## src/sv/rau_fifo.sv

```systemverilog
// Two-entry register queue between front and back end.
`default_nettype none
module rau_fifo #(
  parameter int DW = 8
) (
  input  logic          clk,
  input  logic          rst_n,
  input  logic          push,
  input  logic [DW-1:0] wdata,
  output logic          full,
  input  logic          pop,
  output logic [DW-1:0] rdata,
  output logic          empty
);

  logic [DW-1:0] mem_r [2];
  logic          wp_r, wp_nxt;
  logic          rp_r, rp_nxt;
  logic [1:0]    cnt_r, cnt_nxt;

  always_comb begin
    wp_nxt  = push ? ~wp_r : wp_r;
    rp_nxt  = pop ? ~rp_r : rp_r;
    cnt_nxt = cnt_r + {1'b0, push} - {1'b0, pop};
  end

  always_ff @(posedge clk) begin
    if (!rst_n) begin
      wp_r  <= 1'b0;
      rp_r  <= 1'b0;
      cnt_r <= 2'd0;
    end else begin
      wp_r  <= wp_nxt;
      rp_r  <= rp_nxt;
      cnt_r <= cnt_nxt;
    end
    if (push) mem_r[wp_r] <= wdata;
  end

  assign full  = cnt_r[1];
  assign empty = (cnt_r == 2'd0);
  assign rdata = mem_r[rp_r];

endmodule
`default_nettype wire

```

## config.mk

```make
export PLATFORM = sky130hd
export DESIGN_NAME = rau_fifo
export DESIGN_NICKNAME = d
export VERILOG_FILES = /design/src/sv/rau_fifo.sv
export SDC_FILE = /design/constraint.sdc
export NUM_CORES = 1
export LEC_CHECK = 0
export BUFFER_PORTS_ARGS = -buffer_cell sky130_fd_sc_hd__buf_2
export CORE_MARGIN = 10
export CORE_UTILIZATION = 44
export CTS_CLUSTER_DIAMETER = 30
export DETAILED_ROUTE_END_ITERATION = 7
export PLACE_DENSITY = 0.72
export SKIP_LAST_GASP = 1
export SLEW_MARGIN = 10
export SYNTH_ARGS = -nofsm -noshare
export SYNTH_HDL_FRONTEND = slang
export SYNTH_SLANG_ARGS = --single-unit
```

## constraint.sdc

```tcl
create_clock -name clk -period 1.2 [get_ports clk]
set_clock_uncertainty 0.1 [all_clocks]
set_input_delay 0.12 -clock clk [delete_from_list [all_inputs] [get_ports clk]]
set_output_delay 0.12 -clock clk [all_outputs]
set_load 0.005 [all_outputs]
```

==> Word-level counts from Yosys, hierarchy flattened <==
Memory sizes are Yosys's and may differ from the RTL's. A register that Yosys moved wholly into a read port is not among the register bits.
Cells that the tools add are included.
{ "totals": {"register_bits": 4, "ram_bits": 16, "input_bits": 12, "out_inout_bits": 10, "elab_cells": 13, "mem_count": 1} }
{ "classes": {"add_sub_neg": 2, "mux": 4, "bitwise_logic": 2, "reduce_logical": 1} }
{ "mem_list": {"columns": ["name", "depth", "word_bits", "read_ports", "rd_clocked_by_memory_dff", "wr", "line_no", "text"], "rows": [
  ["mem_r", 2, 8, 1, 1, 1, "16", "logic [DW-1:0] mem_r [2];"]
]} }
{ "op_table": {"columns": ["op", "count"], "rows": [
  ["$mux W1", 4],
  ["$add A2 B1 Y2", 1],
  ["$logic_not A2 Y1", 1],
  ["$not A1 Y1", 2],
  ["$sub A2 B1 Y2", 1]
]} }

==> Depth between registers and ports, before layout <==
{ "logic_depth": {"word_depth": 3, "mapped_depth": 6, "mapped_depth_nobuf": 6} }

==> Worst setup path before layout <==
No wires, ideal clock.
{ "synth_timing": {"path_kind": "register -> register", "from": "register cnt_r[0]", "to": "register cnt_r[1]", "setup_ns": 0.062, "arrival_time_ns": 1.083, "path_slack_ns": -0.045, "stages_incl_launch_ff": 7, "cell_sequence": "dfxtp_1 -> inv_1 -> ha_1 -> inv_1 -> ha_1 -> xnor3_1 -> nor2b_2"} }
{ "synth_via": {"elab_chain_len": 2} }
{ "synth_lines": {"columns": ["element", "line_no", "text"], "rows": [
  ["start: declaration", "19", "logic [1:0] cnt_r, cnt_nxt;"],
  ["start signal: assignment", "35", "cnt_r <= cnt_nxt;"],
  ["$add A2 B1 Y2", "24", "cnt_nxt = cnt_r + {1'b0, push} - {1'b0, pop};"],
  ["$sub A2 B1 Y2", "24", null]
]} }
Every way passes these cells.
A chain may end at the register's enable or synchronous reset.

==> results.yml <==
worst_setup_path:
  crit_arrival_ns: 1.22
  cp_max_fo: 3
  crit_buf_inv: 2
  r2r_start: "cnt_r[0]"
  cp_cell_sequence: "buf_4, mux2_2, buf_2"
  worstPathRequired_ns: 0.98
  crit_path_start_kind: "register"
  r2r_slack_ns: -0.06
  crit_family: "flip-flops"
  cpPeakStageDelay_ns: 0.35
  worstSetupEndpointType: "primary output"
  criticalPathCategory: "reg2out"
  worst_path_max_delay_cell: "dfxtp_2"
global_route:
  grt_pass1_wl_um: 2820
  grt_max_degree: 13
  grtUsageTotal_pct: 9.10
  gr-total-overflow: 0
  antenna_found_initial: 0
  grt_pass1_vias: 597
flow_run:
  maxCapViolations: 0
logic_synthesis:
  synth_area_um2: 797
  netlist_top_cells_count: "edfxtp_1 (16), mux2_2 (8), dfxtp_1 (5), and2_1 (4)"
  syn_inst: 45
  syn_nets: 59
  async_reset_ff_share_pct: 0
  synth_area_leader_cell: "edfxtp_1"
  yosys_warnings: 0
  synth_ff_type: "edfxtp_1"
  synth_seq_area_share_pct: 72.8
  ys_types: 13
  syn_area_per_cell_um2: 17.7
  synth.most_common_cell: "edfxtp_1"
  synth_enable_flop_cells: 16
  synth-seq-cells: 21
  synth_top_area_share_pct: 60.3
  yosys-top-cells-area: "edfxtp_1 (60%), dfxtp_1 (13%), mux2_2 (11%)"
placed_design:
  place.gp.congestion: 0.668
  post-place-ws_ns: -0.0886
  portBuffers: 21
  hpwlAfterDp_um: 1000
min_path:
  worstHoldPathType: "in2reg"
  hp-start: "pop"
routing:
  dr_wl_met3_um: 80
  viasPerCell: 4.52
  wl_um: 1630
  drc_errors: 0
  vias: 484
  wl_per_cell_um: 15.3
  routed-wl-met2_um: 925
  ant_nets: 0
  wl_met1_um: 597
  drt-initial-drc-count: 9
  top_layer: "met4"
  drtPass1Iterations: 4
sta:
  max_slew_margin_pct: 90.0
  setup_viol: 9
  drv_slew: 0
  setup_tns_ns: -1.86
  rsz0062_at_grt: "yes"
  worstMarginPinSlew_ns: 0.150
  hold_viol_final: 0
  finalWorstSetupSlack_ns: -0.238
  fin_crit_sh_pct: 120
  fmax_mhz: 695
  min_period_ns: 1.44
cts:
  clk_latency_ns: 0.29
  cts_num_sinks: 21
  clock_path_buffers: 2
  clk_pin_slew_worst_paths_ns: 0.11
  htree_levels: 1
  numCtsBuffers: 3
  post_cts_buffers: 0
  cts_tree: "yes"
  cts-root-buf: "clkbuf_4"
floorplanning:
  core_um2: 1730
  num_rows: 15
  die_y_um: 62.6
  die_width_um: 62.6
  num_io_pins: 22
  initial_core_util_pct: 46.2
  die_area_um2: 3910
layout:
  diodes: 0
  area_delta_synth_final_pct: 49.5
  drive_above_1_share_pct: 56.1
  fin_nets: 97
pwr:
  p_per_area_nw_per_um2: 1290
  ir_drop_v: 0.000905
  leakage_nw: 0.488
outcome:
  status: "finished with violations"
  violations: "setup timing"
flip-flops by register name, summed over array words and instances (netlist names), named ones only:
register	count
cnt_r	2
mem_r	16
rp_r	1
wp_r	1
routing by layer:
| layer | track usage (%) | up-vias |
|---|---|---|
| li1 | - | 236 |
| met1 | 8.58 | 227 |
| met2 | 17.1 | 17 |
| met3 | 3.23 | 4 |
| met4 | 4.19 | 0 |
| met5 | 0 | - |
metrics by stage:
step	std cells	utilization, %	total power (W)	area (um2)	hold slack [ns]
2_1_floorplan	45	-	0.00101	801	0.119
3_3_place_gp	94	57.2	0.00112	987	0.208
3_5_place_dp	94	57.2	0.00113	987	0.211
4_1_cts	107	68.6	0.00153	1180	0.0845
5_1_grt	107	69.0	0.00162	1190	0.0873
6_report	107	69.0	0.00153	1190	0.0907
area by class of cell:
| class | instances | area (um2) |
|---|---|---|
| sequential | 21 | 583 |
| fill | 137 | 536 |
| timing repair buffer | 34 | 285 |
| multi-input combinational | 21 | 256 |
| tap | 25 | 31.3 |
| clock buffer | 3 | 22.5 |
| inverter | 2 | 7.51 |
| clock inverter | 1 | 5.00 |
path summary, 6_finish.rpt:
path,depth (start not counted),to
max,3,rdata[1]
min reg2reg,2,register
max reg2reg,6,cnt_r[1]
min,3,register
worst register-to-register path: stages, from the launching register on:
cell and delay (ns):
dfxtp_2 0.35, inv_2 0.04, ha_4 0.22, inv_2 0.06
ha_4 0.11, xnor3_1 0.22, nor2b_2 0.10
repair_timing:
action / CTS / global route
endpoints found under the hold margin: 21 / 0
gates resized for setup: 17 / 2
setup endpoints to repair: 10 / 10
pin swaps: 1 / 0
hold buffers: 9 / 0
cell families (layout without fill, tap and decap cells):
family	after synthesis	in the layout	synth area share, %
flops	21	21	72.8
buf+inv	3	40	1.57
simple gates	8	8	6.28
fa+ha+maj	2	2	3.14
mux	8	8	11.3
compound gates	1	1	0.942
xor+xnor	2	2	3.92
power by group:
group	internal [W]	total (W)	switching, W
logic	0.000216	0.000337	0.000120
clock network	0.000124	0.000330	0.000206
registers	0.000839	0.000866	0.0000270
layout by cell type, fill, tap and decap left out, drive strengths merged:
master	count
buf	25
edfxtp	16
dlygate4sd3	9
mux2	8
dfxtp	5
and2	4
clkbuf	3
nor2b	3
inv	2
ha	2
nor2	1
xor2	1
o21a	1
xnor3	1
clkinv	1
Power figures use the tool's default switching activity.
