[config.mk]
export PLATFORM = sky130hd
export DESIGN_NAME = rau_front
export DESIGN_NICKNAME = d
export VERILOG_FILES = /design/src/sv/rau_pkg.sv /design/src/sv/rau_front.sv
export SDC_FILE = /design/constraint.sdc
export NUM_CORES = 1
export LEC_CHECK = 0
export BUFFER_PORTS_ARGS = -buffer_cell sky130_fd_sc_hd__buf_4
export CAP_MARGIN = 20
export CORE_AREA = 2 2 104 106
export DETAILED_ROUTE_END_ITERATION = 6
export DIE_AREA = 0 0 106 108
export PLACE_DENSITY_LB_ADDON = 0.12
export SYNTH_ARGS = -nofsm -noshare
export SYNTH_HDL_FRONTEND = slang
export SYNTH_SLANG_ARGS = --single-unit
[constraint.sdc]
create_clock -name vclk -period 4.91
set_input_delay 0.7365 -clock vclk [all_inputs]
set_output_delay 0.7365 -clock vclk [all_outputs]
set_load 0.02 [all_outputs]
[src/sv/rau_pkg.sv]
// Shared types and codes of the rational arithmetic unit.
`default_nettype none
package rau_pkg;

  localparam int FIELD_W = 32;   // port width of numerators and denominators
  localparam int DEN_W   = 31;   // port width of the result denominator

  localparam logic [2:0] MODE_ADD = 3'd0;
  localparam logic [2:0] MODE_SUB = 3'd1;
  localparam logic [2:0] MODE_MUL = 3'd2;
  localparam logic [2:0] MODE_DIV = 3'd3;
  localparam logic [2:0] MODE_CMP = 3'd4;

  localparam logic [1:0] ORD_LESS    = 2'd0;
  localparam logic [1:0] ORD_EQUAL   = 2'd1;
  localparam logic [1:0] ORD_GREATER = 2'd2;

  localparam logic [1:0] ST_OK   = 2'd0;
  localparam logic [1:0] ST_ZDEN = 2'd1;
  localparam logic [1:0] ST_OVF  = 2'd2;

  // what the back end has to do with a queued word
  typedef enum logic [1:0] {
    K_NONE,   // unused mode: all-zero result
    K_ZDEN,   // zero denominator: flag only
    K_CALC    // full arithmetic or compare
  } kind_t;

  typedef struct packed {
    logic [2:0]         mode;
    kind_t              kind;
    logic               a_neg;   // sign of lhs, denominator sign folded in
    logic               c_neg;   // sign of rhs, denominator sign folded in
    logic [FIELD_W-1:0] a_mag;
    logic [FIELD_W-1:0] b_mag;
    logic [FIELD_W-1:0] c_mag;
    logic [FIELD_W-1:0] d_mag;
  } entry_t;

endpackage
`default_nettype wire

[src/sv/rau_front.sv]
// Front end: takes operand words, folds signs and classifies them.
`default_nettype none
module rau_front #(
  parameter int VALUE_WIDTH = 32
) (
  input  logic                         in_valid,
  output logic                         in_stall,
  input  logic [2:0]                   in_mode,
  input  logic signed [rau_pkg::FIELD_W-1:0] in_lhs_num,
  input  logic signed [rau_pkg::FIELD_W-1:0] in_lhs_den,
  input  logic signed [rau_pkg::FIELD_W-1:0] in_rhs_num,
  input  logic signed [rau_pkg::FIELD_W-1:0] in_rhs_den,
  input  logic                         q_full,
  output logic                         q_push,
  output rau_pkg::entry_t              q_entry
);
  import rau_pkg::*;

  localparam int W = VALUE_WIDTH;

  logic [W-1:0] a_v, b_v, c_v, d_v;
  logic [W-1:0] a_m, b_m, c_m, d_m;
  logic         zden;

  // magnitude of the low W bits, two's complement
  function automatic logic [W-1:0] mag_of(input logic [W-1:0] v);
    return v[W-1] ? (~v + 1'b1) : v;
  endfunction

  always_comb begin
    a_v = in_lhs_num[W-1:0];
    b_v = in_lhs_den[W-1:0];
    c_v = in_rhs_num[W-1:0];
    d_v = in_rhs_den[W-1:0];
    a_m = mag_of(a_v);
    b_m = mag_of(b_v);
    c_m = mag_of(c_v);
    d_m = mag_of(d_v);
    zden = (b_m == '0) || (d_m == '0) || ((in_mode == MODE_DIV) && (c_m == '0));

    q_entry.mode  = in_mode;
    q_entry.a_neg = (a_v[W-1] ^ b_v[W-1]) && (a_m != '0);
    q_entry.c_neg = (c_v[W-1] ^ d_v[W-1]) && (c_m != '0);
    q_entry.a_mag = FIELD_W'(a_m);
    q_entry.b_mag = FIELD_W'(b_m);
    q_entry.c_mag = FIELD_W'(c_m);
    q_entry.d_mag = FIELD_W'(d_m);
    if (in_mode > MODE_CMP) q_entry.kind = K_NONE;
    else if (zden)          q_entry.kind = K_ZDEN;
    else                    q_entry.kind = K_CALC;
  end

  assign in_stall = q_full;
  assign q_push   = in_valid && !q_full;

endmodule
`default_nettype wire

### Word level (Yosys, flattened, before mapping)

Index checks and enable logic that the tools add are counted.

| operators by class | value |
|---|---|
| magnitude comparators | 1 |
| multiplexer cells | 6 |
| bitwise gates (word level) | 6 |
| reductions and logical operators | 12 |
| divide/modulo/power cells | 0 |
| shift-type cells | 0 |
| add/subtract/negate cells | 4 |
| multiply operators | 0 |
| equality and inequality tests | 1 |

Operator list:

| cell | count |
|---|---|
| adder 32 x 1 -> 32 bit, second input constant | 4 |
| two-way mux 32 bit | 4 |
| NOT 32 bit | 4 |
| zero test 32 bit | 3 |
| nonzero test 32 bit | 2 |
| logical AND 1 bit | 4 |
| two-way mux 2 bit | 2 |
| == test 3 x 2 -> 1 bit, second input constant | 1 |
| greater-than comparator 3 bit, second input constant | 1 |
| logical OR 1 bit | 2 |
| bitwise XOR 1 bit | 2 |
| zero test 1 bit | 1 |

| storage, ports and cells | value |
|---|---|
| register bits | 0 |
| input bits | 133 |
| bits in latches | 0 |
| logic and storage cells | 30 |
| ROM bits | 0 |
| output and inout port bits | 137 |
| RAM bits | 0 |
| memories | 0 |

### Logic depth before layout (Yosys ltp)

| depth | value |
|---|---|
| word-level depth | 8 |
| gate-level depth with buffers | 12 |
| mapped depth without buffers | 11 |

### Worst setup path before layout

Ideal clock, no wire load.

| timing path | value |
|---|---|
| path type | in2out |
| start point | input port in_rhs_den[12] (netlist bit) |
| end point | output port q_entry[131] (netlist bit) |
| buffers on the path | 1 |
| stages | 9 |
| required time | 4.174 ns |
| slack | -0.326 ns |
| data arrival time | 4.499 ns |
| cells stage by stage | clkbuf_1 > nor4_1 > nand4_1 > or3_1 > nor4b_1 > a2111o_1 > or4b_2 > nor3_1 > a2111oi_0 |

RTL lines:

| item | RTL line | text |
|---|---|---|
| from (decl) | rau_front.sv:12 | `input logic signed [rau_pkg::FIELD_W-1:0] in_rhs_den,` |
| to (decl) | rau_front.sv:15 | `output rau_pkg::entry_t q_entry` |

==> flow_summary.json <==
{
  "track_usage_pct": 28.5,
  "start_util_pct": 44.8,
  "syn_nets": 840,
  "cts-resized-gates": 0,
  "synth_area_leader_cell": "xnor2_1",
  "synth.most_common_cell": "xnor2_1",
  "setup_viol": 0,
  "hpwl_microns": 14600,
  "leakagePower_nw": 2.58,
  "synth_cell_types": 77,
  "yosysWarningCount": 0,
  "worst_hold_slack_ns": 1.69,
  "drtAntennaViolNets": 0,
  "synth_area_leaders": "xnor2_1 20%, nand2_1 6.3%, nor4_1 4.8%",
  "fin_tns_setup_ns": 0,
  "avgSynthCellArea_sq_um": 6.52,
  "place_area_sq_um": 6610,
  "io_pins": 270,
  "peakVddDrop_mv": 0.0737,
  "dieArea_sq_um": 11400,
  "rsz0062_at_grt": "no",
  "synth_xor_area_share_pct": 22.7,
  "fin_area_sq_um": 6630,
  "core_sq_um": 10200,
  "rows": 37,
  "seq_cells": 0,
  "required_ns": 4.17,
  "grt_max_degree": 55,
  "postCtsHoldBufs": 0,
  "status": "completed",
  "fmax_mhz": 210,
  "totalWireLength_microns": 17700,
  "fill_cells": 992,
  "final_nets": 1072,
  "fin_crit_sh_pct": 97.0,
  "wl_per_cell_microns": 16.6,
  "crit_path_end_kind": "output port",
  "route.vias.total": 6395,
  "antenna_found_initial": 1,
  "final_hold_viol_count": 0,
  "worstMarginPinSlew_ns": 0.730,
  "synthMuxAreaShare_pct": 2.16,
  "drc": 0,
  "arrival_ns": 4.03,
  "relSlewSlack_pct": 50.9,
  "critical_path.startpoint_type": "primary input",
  "min_period_ns": 4.76,
  "nClkBuffers": 0,
  "insertedDiodeCount": 0,
  "gr-total-overflow": 0,
  "syn_area_sq_um": 4580,
  "place.port_buffers": 270,
  "synth_compound_area_share_pct": 23.5,
  "drv_slew": 0,
  "post_cts_buffers": 0,
  "synth_top_family_by_area": "simple AND/OR/NAND/NOR gates",
  "drtPass1Iterations": 5,
  "die_h_microns": 108,
  "hp-class": "in2out",
  "synth-simple-area-share_pct": 41.9,
  "synthCells": 703,
  "area_delta_synth_final_pct": 44.7,
  "drt_first_iter_violations": 302,
  "p_total_uw": 747,
  "grt_pass1_vias": 5783,
  "synth.yosys.seq_area_share_pct": 0,
  "yosys-top-cells-count": "107 x xnor2_1, 77 x nand2_1, 48 x nor2_1",
  "register_area_sq_um": 0,
  "synth_top_area_share_pct": 20.4,
  "max_cap_viol_count": 0,
  "synth_adder_area_share_pct": 1.09,
  "drive_above_1_share_pct": 35.3,
  "grt_pass1_wl_microns": 27900,
  "power_density_nw_per_um2": 113,
  "critPathKind": "in2out",
  "gp_congestion": 0.936,
  "fp.dieW_microns": 106,
  "cp_max_fo": 5,
  "post_drt_via_cell_ratio": 5.98
}
==> routing by layer <==
metal / global-route usage, % / share of wire [%] / vias up
li1: - / - / 3096
met1: 36.7 / 41 / 2967
met2: 51.7 / 49 / 308
met3: 3.38 / 8.1 / 24
met4: 5.36 / 1.6 / 0
met5: 0 / 0 / -
==> worst max-delay path: stages <==
cell,delay (ns)
buf_4,0.13
inv_1,0.07
ha_1,0.23
or4b_1,0.48
o311ai_1,0.35
or4bb_1,0.44
nor4_1,0.21
or4b_1,0.49
nor4_2,0.23
nand4_1,0.14
o21ai_0,0.30
buf_4,0.20
==> kinds of logic (layout without fill, tap and decap cells) <==
| logic type | Yosys count | in the layout |
|---|---|---|
| buf+inv | 78 | 308 |
| xor+xnor | 119 | 119 |
| fa+ha+maj | 4 | 4 |
| simple gates | 345 | 345 |
| compound gates | 148 | 148 |
| mux | 9 | 9 |
==> layout make-up <==
cell class                      instances  area (sq um)  area share (%)
Inverter                               18          67.6            1.02
Multi-Input combinational cell        625          4220            63.6
Tap cell                              136           170            2.57
Timing Repair Buffer                  290          2180            32.8
==> through the flow <==
step	setup WS, ns	std cells	util [%]
after floorplan	0.0264	703	-
after global placement	0.113	1069	64.6
after detailed placement	0.0127	1069	64.6
after CTS	0.0155	1069	64.6
after global routing	0.0383	1069	64.8
final	0.148	1069	64.8
==> worst paths after layout <==
check	start	end	slack [ns]	depth (start not counted)
worst max-delay path	in_rhs_num[1]	q_entry[130]	0.15	12
worst min-delay path	q_full	in_stall	1.69	2
==> where the power goes <==
part / internal, mW / leakage (nW) / switching, mW
Sequential: 0 / 0 / 0
Clock: 0 / 0 / 0
Combinational: 0.329 / 2.58 / 0.418
==> cell usage in the layout, fill, tap and decap left out, types with 6 or more instances in the layout <==
cell,n
xnor2_1,107
nand2b_1,19
nand4_1,23
mux2_2,7
o41ai_1,14
nor3_1,30
or3_1,18
nand2_1,77
nor4_1,34
buf_4,290
xor2_1,12
or2_2,9
nor2_1,48
o31ai_1,27
a21oi_1,9
nor2b_1,6
o21ai_0,42
nand3_1,16
or4_1,15
inv_1,17
(Power assumes the default switching activity.)
